$ cat config.mk
export PLATFORM = sky130hd
export DESIGN_NAME = wav_pcm_to_mono_downmix_top
export DESIGN_NICKNAME = d
export VERILOG_FILES = /design/src/rtl/wpmd_pkg.sv /design/src/rtl/wav_pcm_to_mono_downmix_top.sv
export SDC_FILE = /design/constraint.sdc
export NUM_CORES = 1
export LEC_CHECK = 0
export BUFFER_PORTS_ARGS = -buffer_cell sky130_fd_sc_hd__buf_2
export CAP_MARGIN = 10
export CORE_MARGIN = 2
export CORE_UTILIZATION = 40
export DETAILED_ROUTE_END_ITERATION = 6
export GPL_TIMING_DRIVEN = 0
export SLEW_MARGIN = 20
export SYNTH_ARGS = -nofsm -noshare
export SYNTH_HDL_FRONTEND = slang
export SYNTH_SLANG_ARGS = --single-unit
$ cat constraint.sdc
create_clock -name clk -period 14.77 [get_ports clk]
set_input_delay 2.954 -clock clk [delete_from_list [all_inputs] [get_ports clk]]
set_output_delay 2.954 -clock clk [all_outputs]
set_load 0.005 [all_outputs]
$ cat src/rtl/wpmd_pkg.sv
// ----------------------------------------------------------------------------
// wpmd_pkg: shared types and constants for the wav pcm mono downmix block
// sample modes, status codes, register indexes, sequencer states and helpers
// ----------------------------------------------------------------------------
package wpmd_pkg;

  // widths
  localparam int SUM_W       = 35;  // signed q4.30 frame sum of q1.30 samples, up to eight channels
  localparam int MAG_W       = 34;  // magnitude of the frame sum
  localparam int DIV_STEPS   = MAG_W;
  localparam int DIV_CNT_W   = 6;
  localparam int CNT_W       = 4;   // channel_count register
  localparam int MODE_W      = 3;   // sample_mode register
  localparam int CFG_DATA_W  = 4;
  localparam int CFG_INDEX_W = 1;

  localparam logic [CNT_W-1:0] MAX_CHANNELS = 4'd8;
  localparam logic [30:0]      Q_ONE        = 31'h4000_0000;

  // sample modes
  localparam logic [MODE_W-1:0] MODE_U8  = 3'd0;
  localparam logic [MODE_W-1:0] MODE_S16 = 3'd1;
  localparam logic [MODE_W-1:0] MODE_S24 = 3'd2;
  localparam logic [MODE_W-1:0] MODE_S32 = 3'd3;
  localparam logic [MODE_W-1:0] MODE_F32 = 3'd4;

  // result status codes
  localparam logic [1:0] STATUS_OK      = 2'd0;
  localparam logic [1:0] STATUS_BAD     = 2'd1;
  localparam logic [1:0] STATUS_PARTIAL = 2'd2;

  // register indexes
  localparam logic [CFG_INDEX_W-1:0] REG_CHANNEL_COUNT = 1'd0;
  localparam logic [CFG_INDEX_W-1:0] REG_SAMPLE_MODE   = 1'd1;

  typedef enum logic [2:0] {
    ST_IDLE,
    ST_STEP,
    ST_ACCUM,
    ST_DIV,
    ST_EMIT
  } state_t;

  function automatic logic [2:0] bytes_per_sample(input logic [MODE_W-1:0] mode);
    logic [2:0] bps;
    case (mode)
      MODE_S16: bps = 3'd2;
      MODE_S24: bps = 3'd3;
      MODE_S32: bps = 3'd4;
      MODE_F32: bps = 3'd4;
      default:  bps = 3'd1;
    endcase
    return bps;
  endfunction

  function automatic logic [CNT_W-1:0] active_channels(input logic [CNT_W-1:0] count);
    logic [CNT_W-1:0] act;
    if (count == '0) begin
      act = 4'd1;
    end else if (count > MAX_CHANNELS) begin
      act = MAX_CHANNELS;
    end else begin
      act = count;
    end
    return act;
  endfunction

endpackage

$ cat src/rtl/wav_pcm_to_mono_downmix_top.sv
// ----------------------------------------------------------------------------
// wav_pcm_to_mono_downmix_top: wav sample byte decoder with mono downmix
// assembles little-endian samples, averages each frame, emits q1.30 items
// ----------------------------------------------------------------------------
// usage
//   s_* channel: one raw sample byte per item (s_tdata), s_tlast on the final
//   byte of a buffer. m_* channel: one item per completed frame, or one item
//   when s_tlast cuts a frame short. m_tdata is the q1.30 mean, m_tuser the
//   status (ok, bad sample in frame, partial frame), m_tlast closes the buffer.
//   cfg_we/cfg_index/cfg_data write channel_count (index 0) and sample_mode
//   (index 1); write them only while no item is in flight.
// timing
//   a byte that does not finish a sample passes the idle and step states; one
//   that ends a sample but not a frame adds the accum state, and one that ends
//   a good frame goes on through div to emit, which loads the output register.
//   the mean comes from one restoring divider that retires one quotient bit per
//   cycle over the 34-bit sum magnitude. s_tready is high only while idle.
// reset
//   rst clears the frame state and sets channel_count 1, sample_mode s16.
// stall
//   the output register holds its item until m_tready; new bytes are still
//   taken meanwhile, and the sequencer waits in its emit step only if the next
//   result is ready before the previous one has left.
// ----------------------------------------------------------------------------
module wav_pcm_to_mono_downmix_top (
  input  logic                               clk,
  input  logic                               rst,
  // input stream
  input  logic                               s_tvalid,
  output logic                               s_tready,
  input  logic [7:0]                         s_tdata,   // [7:0] data_byte
  input  logic                               s_tlast,   // last_byte
  // result stream
  output logic                               m_tvalid,
  input  logic                               m_tready,
  output logic [31:0]                        m_tdata,   // [31:0] mono_sample
  output logic [1:0]                         m_tuser,   // [1:0] status
  output logic                               m_tlast,   // end_of_buffer
  // configuration
  input  logic                               cfg_we,
  input  logic [wpmd_pkg::CFG_INDEX_W-1:0]   cfg_index,
  input  logic [wpmd_pkg::CFG_DATA_W-1:0]    cfg_data
);

  // configuration registers
  logic [wpmd_pkg::CNT_W-1:0]  channel_count;
  logic [wpmd_pkg::MODE_W-1:0] sample_mode;

  // sequencer
  wpmd_pkg::state_t state, state_next;

  // frame state
  logic [1:0]                 byte_position, byte_position_next;
  logic [2:0]                 channel_position, channel_position_next;
  logic [23:0]                sample_bytes, sample_bytes_next;
  logic [wpmd_pkg::SUM_W-1:0] channel_sum, channel_sum_next;
  logic                       bad_seen, bad_seen_next;

  // captured item and assembled sample
  logic [7:0]  in_byte;
  logic        in_last;
  logic [31:0] raw, raw_next;

  // divider and pending result
  logic [wpmd_pkg::MAG_W-1:0]     quo, quo_next;
  logic [3:0]                     rem, rem_next;
  logic [wpmd_pkg::DIV_CNT_W-1:0] div_count, div_count_next;
  logic                           neg, neg_next;
  logic [1:0]                     res_status, res_status_next;

  // output register
  logic        m_tvalid_next;
  logic [31:0] m_tdata_next;
  logic [1:0]  m_tuser_next;
  logic        m_tlast_next;

  // helpers
  logic [2:0]                 bps;
  logic [wpmd_pkg::CNT_W-1:0] active;
  logic                       sample_done;
  logic                       frame_done;
  logic                       out_free;
  logic [31:0]                shifted_byte;
  logic [31:0]                q;
  logic                       q_bad;
  logic [wpmd_pkg::SUM_W-1:0] sum_now;
  logic [wpmd_pkg::SUM_W-1:0] sum_abs;
  logic                       bad_now;
  logic [4:0]                 rem_sh;
  logic [4:0]                 divisor;
  logic                       div_ge;
  logic [30:0]                mean_mag;
  logic [31:0]                mean_val;

  // float decode pieces
  logic [7:0]  f_exp;
  logic [23:0] f_full;
  logic [7:0]  f_rsh;
  logic [30:0] f_mag;

  assign bps          = wpmd_pkg::bytes_per_sample(sample_mode);
  assign active       = wpmd_pkg::active_channels(channel_count);
  assign sample_done  = !(({1'b0, byte_position} + 3'd1) < bps);
  assign frame_done   = ({1'b0, channel_position} + 4'd1) >= active;
  assign out_free     = !m_tvalid || m_tready;
  assign shifted_byte = {24'd0, in_byte} << {byte_position, 3'b000};
  assign s_tready     = (state == wpmd_pkg::ST_IDLE);

  // float32 magnitude in q1.30, clamped to one
  always_comb begin
    f_exp  = raw[30:23];
    f_full = {1'b1, raw[22:0]};
    f_rsh  = 8'd120 - f_exp;
    if (f_exp == 8'd0) begin
      f_mag = '0;
    end else if (f_exp >= 8'd127) begin
      f_mag = wpmd_pkg::Q_ONE;
    end else if (f_exp >= 8'd120) begin
      f_mag = {7'd0, f_full} << f_exp[2:0];   // exponent 120..126 maps to shift 0..6
    end else if (f_rsh >= 8'd32) begin
      f_mag = '0;
    end else begin
      f_mag = {7'd0, f_full >> f_rsh[4:0]};
    end
  end

  // sample decode to q1.30
  always_comb begin
    q_bad = 1'b0;
    case (sample_mode)
      wpmd_pkg::MODE_U8:  q = {~raw[7], ~raw[7], raw[6:0], 23'd0};
      wpmd_pkg::MODE_S16: q = {raw[15], raw[15:0], 15'd0};
      wpmd_pkg::MODE_S24: q = {raw[23], raw[23:0], 7'd0};
      wpmd_pkg::MODE_S32: q = {raw[31], raw[31:1]};   // floor of half
      wpmd_pkg::MODE_F32: begin
        q_bad = (f_exp == 8'hFF);
        q     = raw[31] ? (32'd0 - {1'b0, f_mag}) : {1'b0, f_mag};
      end
      default: begin
        q_bad = 1'b1;
        q     = '0;
      end
    endcase
  end

  assign sum_now = channel_sum + {{3{q[31]}}, q};
  assign sum_abs = sum_now[wpmd_pkg::SUM_W-1] ? (35'd0 - sum_now) : sum_now;
  assign bad_now = bad_seen || q_bad;

  // one quotient bit per cycle
  assign rem_sh  = {rem, quo[wpmd_pkg::MAG_W-1]};
  assign divisor = {1'b0, active};
  assign div_ge  = rem_sh >= divisor;

  // clamp the quotient magnitude, then apply the sign
  assign mean_mag = (quo > {3'd0, wpmd_pkg::Q_ONE}) ? wpmd_pkg::Q_ONE : quo[30:0];
  assign mean_val = neg ? (32'd0 - {1'b0, mean_mag}) : {1'b0, mean_mag};

  // next state
  always_comb begin
    state_next = state;
    case (state)
      wpmd_pkg::ST_IDLE: begin
        if (s_tvalid) state_next = wpmd_pkg::ST_STEP;
      end
      wpmd_pkg::ST_STEP: begin
        if (sample_done) begin
          state_next = wpmd_pkg::ST_ACCUM;
        end else if (in_last) begin
          state_next = wpmd_pkg::ST_EMIT;
        end else begin
          state_next = wpmd_pkg::ST_IDLE;
        end
      end
      wpmd_pkg::ST_ACCUM: begin
        if (frame_done) begin
          state_next = bad_now ? wpmd_pkg::ST_EMIT : wpmd_pkg::ST_DIV;
        end else if (in_last) begin
          state_next = wpmd_pkg::ST_EMIT;
        end else begin
          state_next = wpmd_pkg::ST_IDLE;
        end
      end
      wpmd_pkg::ST_DIV: begin
        if (div_count == wpmd_pkg::DIV_CNT_W'(wpmd_pkg::DIV_STEPS - 1)) begin
          state_next = wpmd_pkg::ST_EMIT;
        end
      end
      wpmd_pkg::ST_EMIT: begin
        if (out_free) state_next = wpmd_pkg::ST_IDLE;
      end
      default: state_next = wpmd_pkg::ST_IDLE;
    endcase
  end

  // datapath and outputs
  always_comb begin
    byte_position_next    = byte_position;
    channel_position_next = channel_position;
    sample_bytes_next     = sample_bytes;
    channel_sum_next      = channel_sum;
    bad_seen_next         = bad_seen;
    raw_next              = raw;
    quo_next              = quo;
    rem_next              = rem;
    div_count_next        = div_count;
    neg_next              = neg;
    res_status_next       = res_status;
    m_tvalid_next         = m_tvalid && !m_tready;
    m_tdata_next          = m_tdata;
    m_tuser_next          = m_tuser;
    m_tlast_next          = m_tlast;

    case (state)
      wpmd_pkg::ST_STEP: begin
        if (sample_done) begin
          raw_next           = {8'd0, sample_bytes} | shifted_byte;
          byte_position_next = '0;
          sample_bytes_next  = '0;
        end else begin
          sample_bytes_next  = sample_bytes | shifted_byte[23:0];
          byte_position_next = byte_position + 2'd1;
          res_status_next    = wpmd_pkg::STATUS_PARTIAL;
        end
      end
      wpmd_pkg::ST_ACCUM: begin
        if (!q_bad) channel_sum_next = sum_now;
        bad_seen_next = bad_now;
        if (frame_done) begin
          res_status_next = bad_now ? wpmd_pkg::STATUS_BAD : wpmd_pkg::STATUS_OK;
          quo_next        = sum_abs[wpmd_pkg::MAG_W-1:0];
          neg_next        = sum_now[wpmd_pkg::SUM_W-1];
          rem_next        = '0;
          div_count_next  = '0;
        end else begin
          channel_position_next = channel_position + 3'd1;
          res_status_next       = wpmd_pkg::STATUS_PARTIAL;
        end
      end
      wpmd_pkg::ST_DIV: begin
        rem_next       = div_ge ? 4'(rem_sh - divisor) : rem_sh[3:0];
        quo_next       = {quo[wpmd_pkg::MAG_W-2:0], div_ge};
        div_count_next = div_count + wpmd_pkg::DIV_CNT_W'(1);
      end
      wpmd_pkg::ST_EMIT: begin
        if (out_free) begin
          m_tvalid_next         = 1'b1;
          m_tdata_next          = (res_status == wpmd_pkg::STATUS_OK) ? mean_val : '0;
          m_tuser_next          = res_status;
          m_tlast_next          = in_last;
          byte_position_next    = '0;
          channel_position_next = '0;
          sample_bytes_next     = '0;
          channel_sum_next      = '0;
          bad_seen_next         = 1'b0;
        end
      end
      default: ;
    endcase
  end

  // control state
  always_ff @(posedge clk) begin
    if (rst) begin
      state            <= wpmd_pkg::ST_IDLE;
      channel_count    <= 4'd1;
      sample_mode      <= wpmd_pkg::MODE_S16;
      byte_position    <= '0;
      channel_position <= '0;
      sample_bytes     <= '0;
      channel_sum      <= '0;
      bad_seen         <= 1'b0;
      m_tvalid         <= 1'b0;
    end else begin
      state            <= state_next;
      byte_position    <= byte_position_next;
      channel_position <= channel_position_next;
      sample_bytes     <= sample_bytes_next;
      channel_sum      <= channel_sum_next;
      bad_seen         <= bad_seen_next;
      m_tvalid         <= m_tvalid_next;
      if (cfg_we) begin
        case (cfg_index)
          wpmd_pkg::REG_CHANNEL_COUNT: channel_count <= cfg_data[wpmd_pkg::CNT_W-1:0];
          wpmd_pkg::REG_SAMPLE_MODE:   sample_mode   <= cfg_data[wpmd_pkg::MODE_W-1:0];
          default: ;
        endcase
      end
    end
  end

  // payload
  always_ff @(posedge clk) begin
    if (s_tvalid && s_tready) begin
      in_byte <= s_tdata;
      in_last <= s_tlast;
    end
    raw        <= raw_next;
    quo        <= quo_next;
    rem        <= rem_next;
    div_count  <= div_count_next;
    neg        <= neg_next;
    res_status <= res_status_next;
    m_tdata    <= m_tdata_next;
    m_tuser    <= m_tuser_next;
    m_tlast    <= m_tlast_next;
  end

  // a cut-short frame always reads zero and closes the buffer
  a_partial_result: assert property (@(posedge clk) disable iff (rst)
    (m_tvalid && m_tuser == wpmd_pkg::STATUS_PARTIAL) |-> (m_tdata == '0 && m_tlast))
    else $error("partial frame result not zero or not closing the buffer");

  // the mean stays inside the clamp range
  a_result_range: assert property (@(posedge clk) disable iff (rst)
    m_tvalid |-> ($signed(m_tdata) <= 32'sh4000_0000 && $signed(m_tdata) >= -32'sh4000_0000))
    else $error("mono sample outside q1.30 clamp range");

  // loading a result leaves a clean frame
  a_frame_cleared: assert property (@(posedge clk) disable iff (rst)
    (state == wpmd_pkg::ST_EMIT && out_free) |=>
      (channel_sum == '0 && byte_position == '0 && channel_position == '0 && !bad_seen))
    else $error("frame state not cleared after result");

  // divider never runs past its last quotient bit
  a_div_bound: assert property (@(posedge clk) disable iff (rst)
    (state == wpmd_pkg::ST_DIV) |-> (div_count < wpmd_pkg::DIV_CNT_W'(wpmd_pkg::DIV_STEPS)))
    else $error("divider step count overrun");

endmodule

==> results of run 1 <==
==> layer usage <==
| metal | vias to the layer above | global-route usage [%] | share of wire, % |
|---|---|---|---|
| met4 | 0 | 7.58 | 2.2 |
| met3 | 106 | 6.43 | 10 |
| met1 | 7759 | 39.8 | 46 |
| li1 | 7343 | - | - |
| met2 | 757 | 38.0 | 41 |
| met5 | - | 0 | 0 |
==> cells in the mapped netlist, types with 17 or more instances <==
| master | instances | area [um2] |
|---|---|---|
| nand2_1 | 162 | 608 |
| nor3_1 | 43 | 215 |
| edfxtp_1 | 123 | 3690 |
| xor2_1 | 40 | 350 |
| or4_1 | 24 | 180 |
| o22ai_1 | 24 | 150 |
| o31ai_1 | 32 | 240 |
| mux4_2 | 30 | 676 |
| xnor2_1 | 37 | 324 |
| nor2_1 | 235 | 882 |
| a21o_1 | 40 | 300 |
| clkbuf_1 | 96 | 360 |
| nand4_1 | 21 | 131 |
| a211oi_1 | 20 | 150 |
| mux2i_1 | 55 | 551 |
| nor2b_1 | 20 | 125 |
| o211ai_1 | 17 | 128 |
| dfxtp_1 | 76 | 1520 |
| nand2b_1 | 26 | 163 |
| nand3_1 | 79 | 395 |
| a31oi_1 | 42 | 263 |
| a21oi_1 | 105 | 526 |
| a22oi_1 | 47 | 353 |
| mux2_2 | 34 | 383 |
| ha_1 | 54 | 676 |
| o21ai_0 | 98 | 490 |
| nor4_1 | 17 | 106 |
| inv_1 | 37 | 139 |
| and3_1 | 27 | 169 |
==> power groups by stage <==
stage | sequential, uW | clock [uW] | combinational, uW
global placement | 667 | 0 | 437
floorplan | 653 | 0 | 322
finish | 656 | 464 | 455
global route | 658 | 491 | 491
CTS | 654 | 471 | 443
detailed placement | 667 | 0 | 441
==> kinds of logic after synthesis <==
family,Yosys count,synth area share [%]
and+or+nand+nor,737,22.1
AOI/OAI and AO/OA,541,22.3
DFF,199,32.0
buffers and inverters,175,4.78
muxes,122,10.2
xor gates and xnor gates,78,4.23
adders and majority gates,56,4.39
==> final cells by class <==
cell class,count,area share [%]
timing repair buffer,56,1.74
clock buffer,18,2.40
buffer,135,3.53
clock inverter,14,0.784
sequential,199,29.2
tap,525,3.68
multi-input combinational,1534,57.9
inverter,40,0.840
==> worst min-delay path, cell delays in order, from the launching register on <==
cell and delay [ns]:
dfxtp_1 0.32, nand3_1 0.06, a21oi_1 0.06
==> per-stage QoR <==
stage	std cells	utilization (%)
detailed placement	2489	43.2
floorplan	1908	-
global route	2521	44.7
global placement	2487	43.1
CTS	2521	44.6
finish	2521	44.7
==> registers in the layout, summed over array words and instances, names as in the netlist, 2 cells and up <==
register,cells
in_byte,8
sample_mode,3
quo,34
rem,4
channel_sum,35
byte_position,2
res_status,2
state,3
raw,32
m_tdata,32
sample_bytes,24
div_count,6
channel_count,4
channel_position,3
m_tuser,2
==> worst max-delay path by stage <==
stage          cells after the start    start  slack, ns       to
5_1_grt                           34  raw[23]       3.99  quo[12]
4_1_cts                           33  raw[23]       4.46  quo[32]
3_5_place_dp                      33  raw[23]       4.51  quo[32]
3_3_place_gp                      33  raw[23]       4.43  quo[32]
2_1_floorplan                     32  raw[23]       6.96  quo[27]
6_report                          35  raw[23]       4.47  quo[12]
==> out/summary.txt, run 1 <==
Vias per Instance -> 6.33
global-route usage over all layers -> 26.7%
number of flops mapped to enable cells by yosys -> 123
worst hold path depth -> 2
Max Freq -> 0.0971 GHz
antenna-violating nets left -> 0
ys async rst share -> 0%
Fin. Hold Viols -> 0
first-pass GRT wire length -> 86.4 mm
cts hold-fix bufs -> 0
Yosys warnings -> 0
Area Growth Syn to Fin -> 9.51%
total power density per cell area -> 88.1 nW/um2
R2R Path End -> quo[12]
DP Worst Slack -> 4.51 ns
CP Launch Type -> register
status -> completed
Slew headroom -> 35.1%
Primary FF master, synth -> edfxtp_1
WHS -> 0.477 ns
port bufs -> 54
DRT iter0 DRCs -> 1,784
WL per Instance -> 22.6 um
RSZ-0062 raised after global routing -> no
worst slew pin tran -> 0.974 ns
WHS Endpoint -> channel_sum[28]
register area share after synthesis -> 32.0%
Critical Path Max Stage Delay -> 0.61 ns
Placed Area -> 17,300 um2
P_int -> 1020 uW
# fillers -> 4,050
TritonCTS clock tree -> built
1st-pass router iterations -> 6
CTS sink cnt -> 199
switching share of power -> 35.3%
Mapped Area -> 16,300 um2
Final setup viols -> 0
crit-path leading delay family -> compound AO/OA/AOI/OAI gates
hold crit path type -> reg -> reg
GRT overflow -> 0
sw power -> 557 uW
hold path start -> channel_sum[28]
Final Power -> 1570 uW
Max Transition Viols Final -> 0
max capacitance violation total -> 0
commonest non-fill, non-tap cell in the layout -> nor2_1
Antenna diodes -> 0
final setup TNS -> 0 ns
post-synthesis register bit count -> 199
full die area -> 42,400 um2
clk_lat worst skew -> 0.47 ns
post-CTS setup buffers -> 0
largest net degree at the start of global routing -> 37
final worst-path cycle share -> 69.7%
initial core utilization -> 40.8%
Synthesized Nets -> 1,983
Routed WL -> 57.1 mm
share of layout cells above drive strength 1 -> 11.4%
CTS root buf -> clkbuf_16
final worst setup slack -> 4.47 ns
Syn Area/Cell -> 8.55 um2
Fin Clk Skew -> 0.0105 ns
vias in the first global route -> 14,500
clock network power share -> 29.4%
DP Wirelength -> 44.4 mm
Final nets -> 2,058
clock-pin slew on the worst setup and hold paths -> 0.08 ns
cell area after layout -> 17,900 um2
fin crit period -> 10.30 ns
num ports -> 56
reg2reg setup slack -> 4.47 ns
maximum VDD drop -> 0.0910 mV
row count -> 73
chip height -> 206 um
area of the multi-input gates -> 10,300 um2
GPL Wtd Cong -> 0.970
reg2reg start -> raw[23]
Gate power share -> 28.9%
WP data required -> 15.06 ns
worst path arrival time -> 10.59 ns
initial antenna violation count -> 0
clock buffer depth -> 2
P_leak -> 0.00667 uW
post-CTS sizing -> 0
slowest stage cell, crit path -> o21bai_1
reg2reg path depth -> 35
Critical Path End Type -> register
most frequent cells in the layout -> nor2_1, nand2_1, edfxtp_1
critical path fanouts, max -> 10
CTS Buf Count -> 17
Post-Syn Instances -> 1,908
chip width -> 206 um
storage element area -> 5220 um2
detailed-route via count -> 16,000
Setup CP Type -> reg -> reg
sequential power share -> 41.7%
DRC errors left -> 0
Core ar. -> 40,000 um2
Worst Path Buf+Inv -> 11
Yosys cell types -> 97
H-tree levels -> 4
most used cell along the critical path -> ha_1
(Power assumes the default switching activity.)
==> inputs of run 2 (changes only) <==
--- a/config.mk
+++ b/config.mk
@@ -5,6 +5,7 @@
 export SDC_FILE = /design/constraint.sdc
 export NUM_CORES = 1
 export LEC_CHECK = 0
+export ABC_AREA = 1
 export BUFFER_PORTS_ARGS = -buffer_cell sky130_fd_sc_hd__buf_2
 export CAP_MARGIN = 10
 export CORE_MARGIN = 2
==> constraint.sdc (replaced) <==
create_clock -name clk -period 10.7 [get_ports clk]
set_input_delay 2.14 -clock clk [delete_from_list [all_inputs] [get_ports clk]]
set_output_delay 2.14 -clock clk [all_outputs]
set_load 0.005 [all_outputs]
==> out/summary.txt, run 2 <==
initial antenna violation count -> 0 (unchanged)
Routed WL -> 59.1 mm (was 57.1 mm)
RSZ-0062 raised after global routing -> no (unchanged)
met3 GRT Util -> 3.66% (was 6.43%)
commonest non-fill, non-tap cell in the layout -> nand2_1 (was nor2_1)
CTS Buf Count -> 17 (unchanged)
detailed-route via count -> 17,600 (was 16,000)
1st-pass router iterations -> 7 (was 6)
GRT overflow -> 0 (unchanged)
fin crit period -> 7.83 ns (was 10.30 ns)
biggest regs -> channel_sum (35), quo (34) (unchanged)
synth top area cells -> edfxtp_1, nand2_1, dfxtp_1, nand3_1, nor2_1 (was edfxtp_1, dfxtp_1, nor2_1, ha_1, mux4_2)
CTS root buf -> clkbuf_16 (unchanged)
vias in the first global route -> 16,300 (was 14,500)
total power density per cell area -> 177 nW/um2 (was 88.1 nW/um2)
P_leak -> 0.00818 uW (was 0.00667 uW)
crit-path leading delay family -> simple AND/OR/NAND/NOR gates (was compound AO/OA/AOI/OAI gates)
initial core utilization -> 40.4% (was 40.8%)
Vias per Instance -> 5.52 (was 6.33)
max FFs per register -> 35 (unchanged)
most frequent cell after synthesis -> nand2_1 (was nor2_1)
met1 Use GR -> 37.4% (was 39.8%)
Mapped Area -> 16,400 um2 (was 16,300 um2)
Setup CP Type -> reg -> reg (unchanged)
DRC errors left -> 0 (unchanged)
chip height -> 207 um (was 206 um)
H-tree levels -> 4 (unchanged)
ys async rst share -> 0% (unchanged)
Critical Path End Type -> register (unchanged)
critical path fanouts, max -> 10 (unchanged)
worst slew pin tran -> 1.22 ns (was 0.974 ns)
global-route usage over all layers -> 27.8% (was 26.7%)
Syn Area/Cell -> 6.41 um2 (was 8.55 um2)
final worst-path cycle share -> 73.2% (was 69.7%)
Area Growth Syn to Fin -> 9.92% (was 9.51%)
Critical Path Max Stage Delay -> 0.57 ns (was 0.61 ns)
adder-cell share of the synthesized area -> 4.35% (was 4.39%)
CTS sink cnt -> 199 (unchanged)
num ports -> 56 (unchanged)
worst path arrival time -> 8.05 ns (was 10.59 ns)
Post-Synth XOR/XNOR Area -> 2.98% (was 4.23%)
row count -> 74 (was 73)
DRT iter0 DRCs -> 1,729 (was 1,784)
post-synthesis compound-gate area fraction -> 14.4% (was 22.3%)
Reg with most FFs -> channel_sum (unchanged)
top cells by count, synth -> nand2_1, nor2_1, nand3_1 (was nor2_1, nand2_1, edfxtp_1)
GPL Wtd Cong -> 1.03 (was 0.970)
Antenna diodes -> 0 (unchanged)
full die area -> 42,700 um2 (was 42,400 um2)
Post-Syn Instances -> 2,565 (was 1,908)
post-synthesis mux area share -> 0% (was 10.2%)
Yosys top cell area share -> 22.5% (was 22.6%)
Yosys warnings -> 0 (unchanged)
maximum VDD drop -> 0.107 mV (was 0.0910 mV)
port bufs -> 54 (unchanged)
TritonCTS clock tree -> built (unchanged)
antenna-violating nets left -> 0 (unchanged)
slowest stage cell, crit path -> nor3b_1 (was o21bai_1)
Synth area leader -> edfxtp_1 (unchanged)
Synthesized Nets -> 2,640 (was 1,983)
Primary FF master, synth -> edfxtp_1 (unchanged)
gr busiest metal -> met2 (was met1)
Max Freq -> 0.128 GHz (was 0.0971 GHz)
clk_lat worst skew -> 0.46 ns (was 0.47 ns)
Max Transition Viols Final -> 0 (unchanged)
Final setup viols -> 0 (unchanged)
Worst Path Buf+Inv -> 9 (was 11)
status -> completed (unchanged)
register area share after synthesis -> 31.7% (was 32.0%)
most used cell along the critical path -> nand2_1 (was ha_1)
first-pass GRT wire length -> 90.9 mm (was 86.4 mm)
Fin Clk Skew -> 0.0111 ns (was 0.0105 ns)
share of layout cells above drive strength 1 -> 6.14% (was 11.4%)
Final nets -> 2,716 (was 2,058)
Synth Area in Simple Gates -> 37.6% (was 22.1%)
largest net degree at the start of global routing -> 33 (was 37)
cell area after layout -> 18,100 um2 (was 17,900 um2)
DP Wirelength -> 48.2 mm (was 44.4 mm)
CP Launch Type -> register (unchanged)
Placed Area -> 17,500 um2 (was 17,300 um2)
cts hold-fix bufs -> 0 (unchanged)
WL per Instance -> 18.5 um (was 22.6 um)
WP data required -> 10.91 ns (was 15.06 ns)
max capacitance violation total -> 0 (unchanged)
Yosys cell types -> 57 (was 97)
Slew headroom -> 18.5% (was 35.1%)
hold crit path type -> reg -> reg (unchanged)
post-CTS setup buffers -> 0 (unchanged)
Core ar. -> 40,600 um2 (was 40,000 um2)
GR Util met2 -> 46.8% (was 38.0%)
Fin. Hold Viols -> 0 (unchanged)
clock buffer depth -> 2 (unchanged)
number of flops mapped to enable cells by yosys -> 123 (unchanged)
clock-pin slew on the worst setup and hold paths -> 0.08 ns (about the same)
post-synthesis register bit count -> 199 (unchanged)
post-CTS sizing -> 0 (unchanged)
largest family of logic cells by synthesized area -> simple AND/OR/NAND/NOR gates (was compound AO/OA/AOI/OAI gates)
most frequent cells in the layout -> nand2_1, nor2_1, nand3_1 (was nor2_1, nand2_1, edfxtp_1)
final setup TNS -> 0 ns (unchanged)
chip width -> 207 um (was 206 um)
==> run 2: where the power goes <==
group	leakage [uW]	internal [uW]	total (uW)	switching [uW]
clock network	0.000294	336	663	327
registers	0.00175	942	1030	83.6
logic	0.00613	441	1520	1080
==> run 2: metrics by stage <==
step	std cells	utilization, %	worst slack (ns)	hold slack, ns	total power [uW]
global placement	3151	42.7	3.12	0.438	2510
global route	3186	44.4	2.01	0.475	3430
CTS	3186	44.4	2.98	0.459	3190
floorplan	2565	-	5.01	0.427	2060
finish	3186	44.4	2.87	0.460	3210
detailed placement	3154	43.0	2.99	0.444	2530
==> run 2: area by class of cell <==
class / count / area, um2
Buffer: 88 / 405
Clock buffer: 20 / 478
Clock inverter: 12 / 123
Fill cell: 4296 / 22600
Inverter: 285 / 1070
Multi-Input combinational cell: 1993 / 9770
Sequential cell: 199 / 5220
Tap cell: 532 / 666
Timing Repair Buffer: 57 / 338
==> run 2: final timing paths <==
kind                                  startpoint               end  slack, ns  cells past startpoint
worst max-delay path                     raw[24]           quo[30]       2.87                     40
worst min-delay path            sample_bytes[10]  sample_bytes[10]       0.46                      2
worst max register to register           raw[24]           quo[30]       2.87                     40
worst min register to register  sample_bytes[10]  sample_bytes[10]       0.46                      2
==> run 2: cell families (layout without fill, tap and decap cells) <==
family | after synthesis | count (layout)
buf+inv | 373 | 462
xor+xnor | 56 | 56
flops | 199 | 199
fa+ha+maj | 56 | 56
compound gates | 414 | 414
simple gates | 1467 | 1467
==> run 2: routing by layer <==
layer  vias to the layer above  share of wire, %
li1                       8642                 -
met5                         -                 0
met4                         0               2.7
met2                       601                47
met3                        96               5.8
met1                      8263                45
==> run 2: worst register-to-register path: cells and delay by family, from the launching register on <==
kind,cells,cell delay (ns)
adder cells (fa/ha/maj),4,1.17
AND/OR/NAND/NOR,22,3.15
AO/OA/AOI/OAI,4,0.86
flip-flops,1,0.42
XOR/XNOR,1,0.49
buffers and inverters,9,1.48
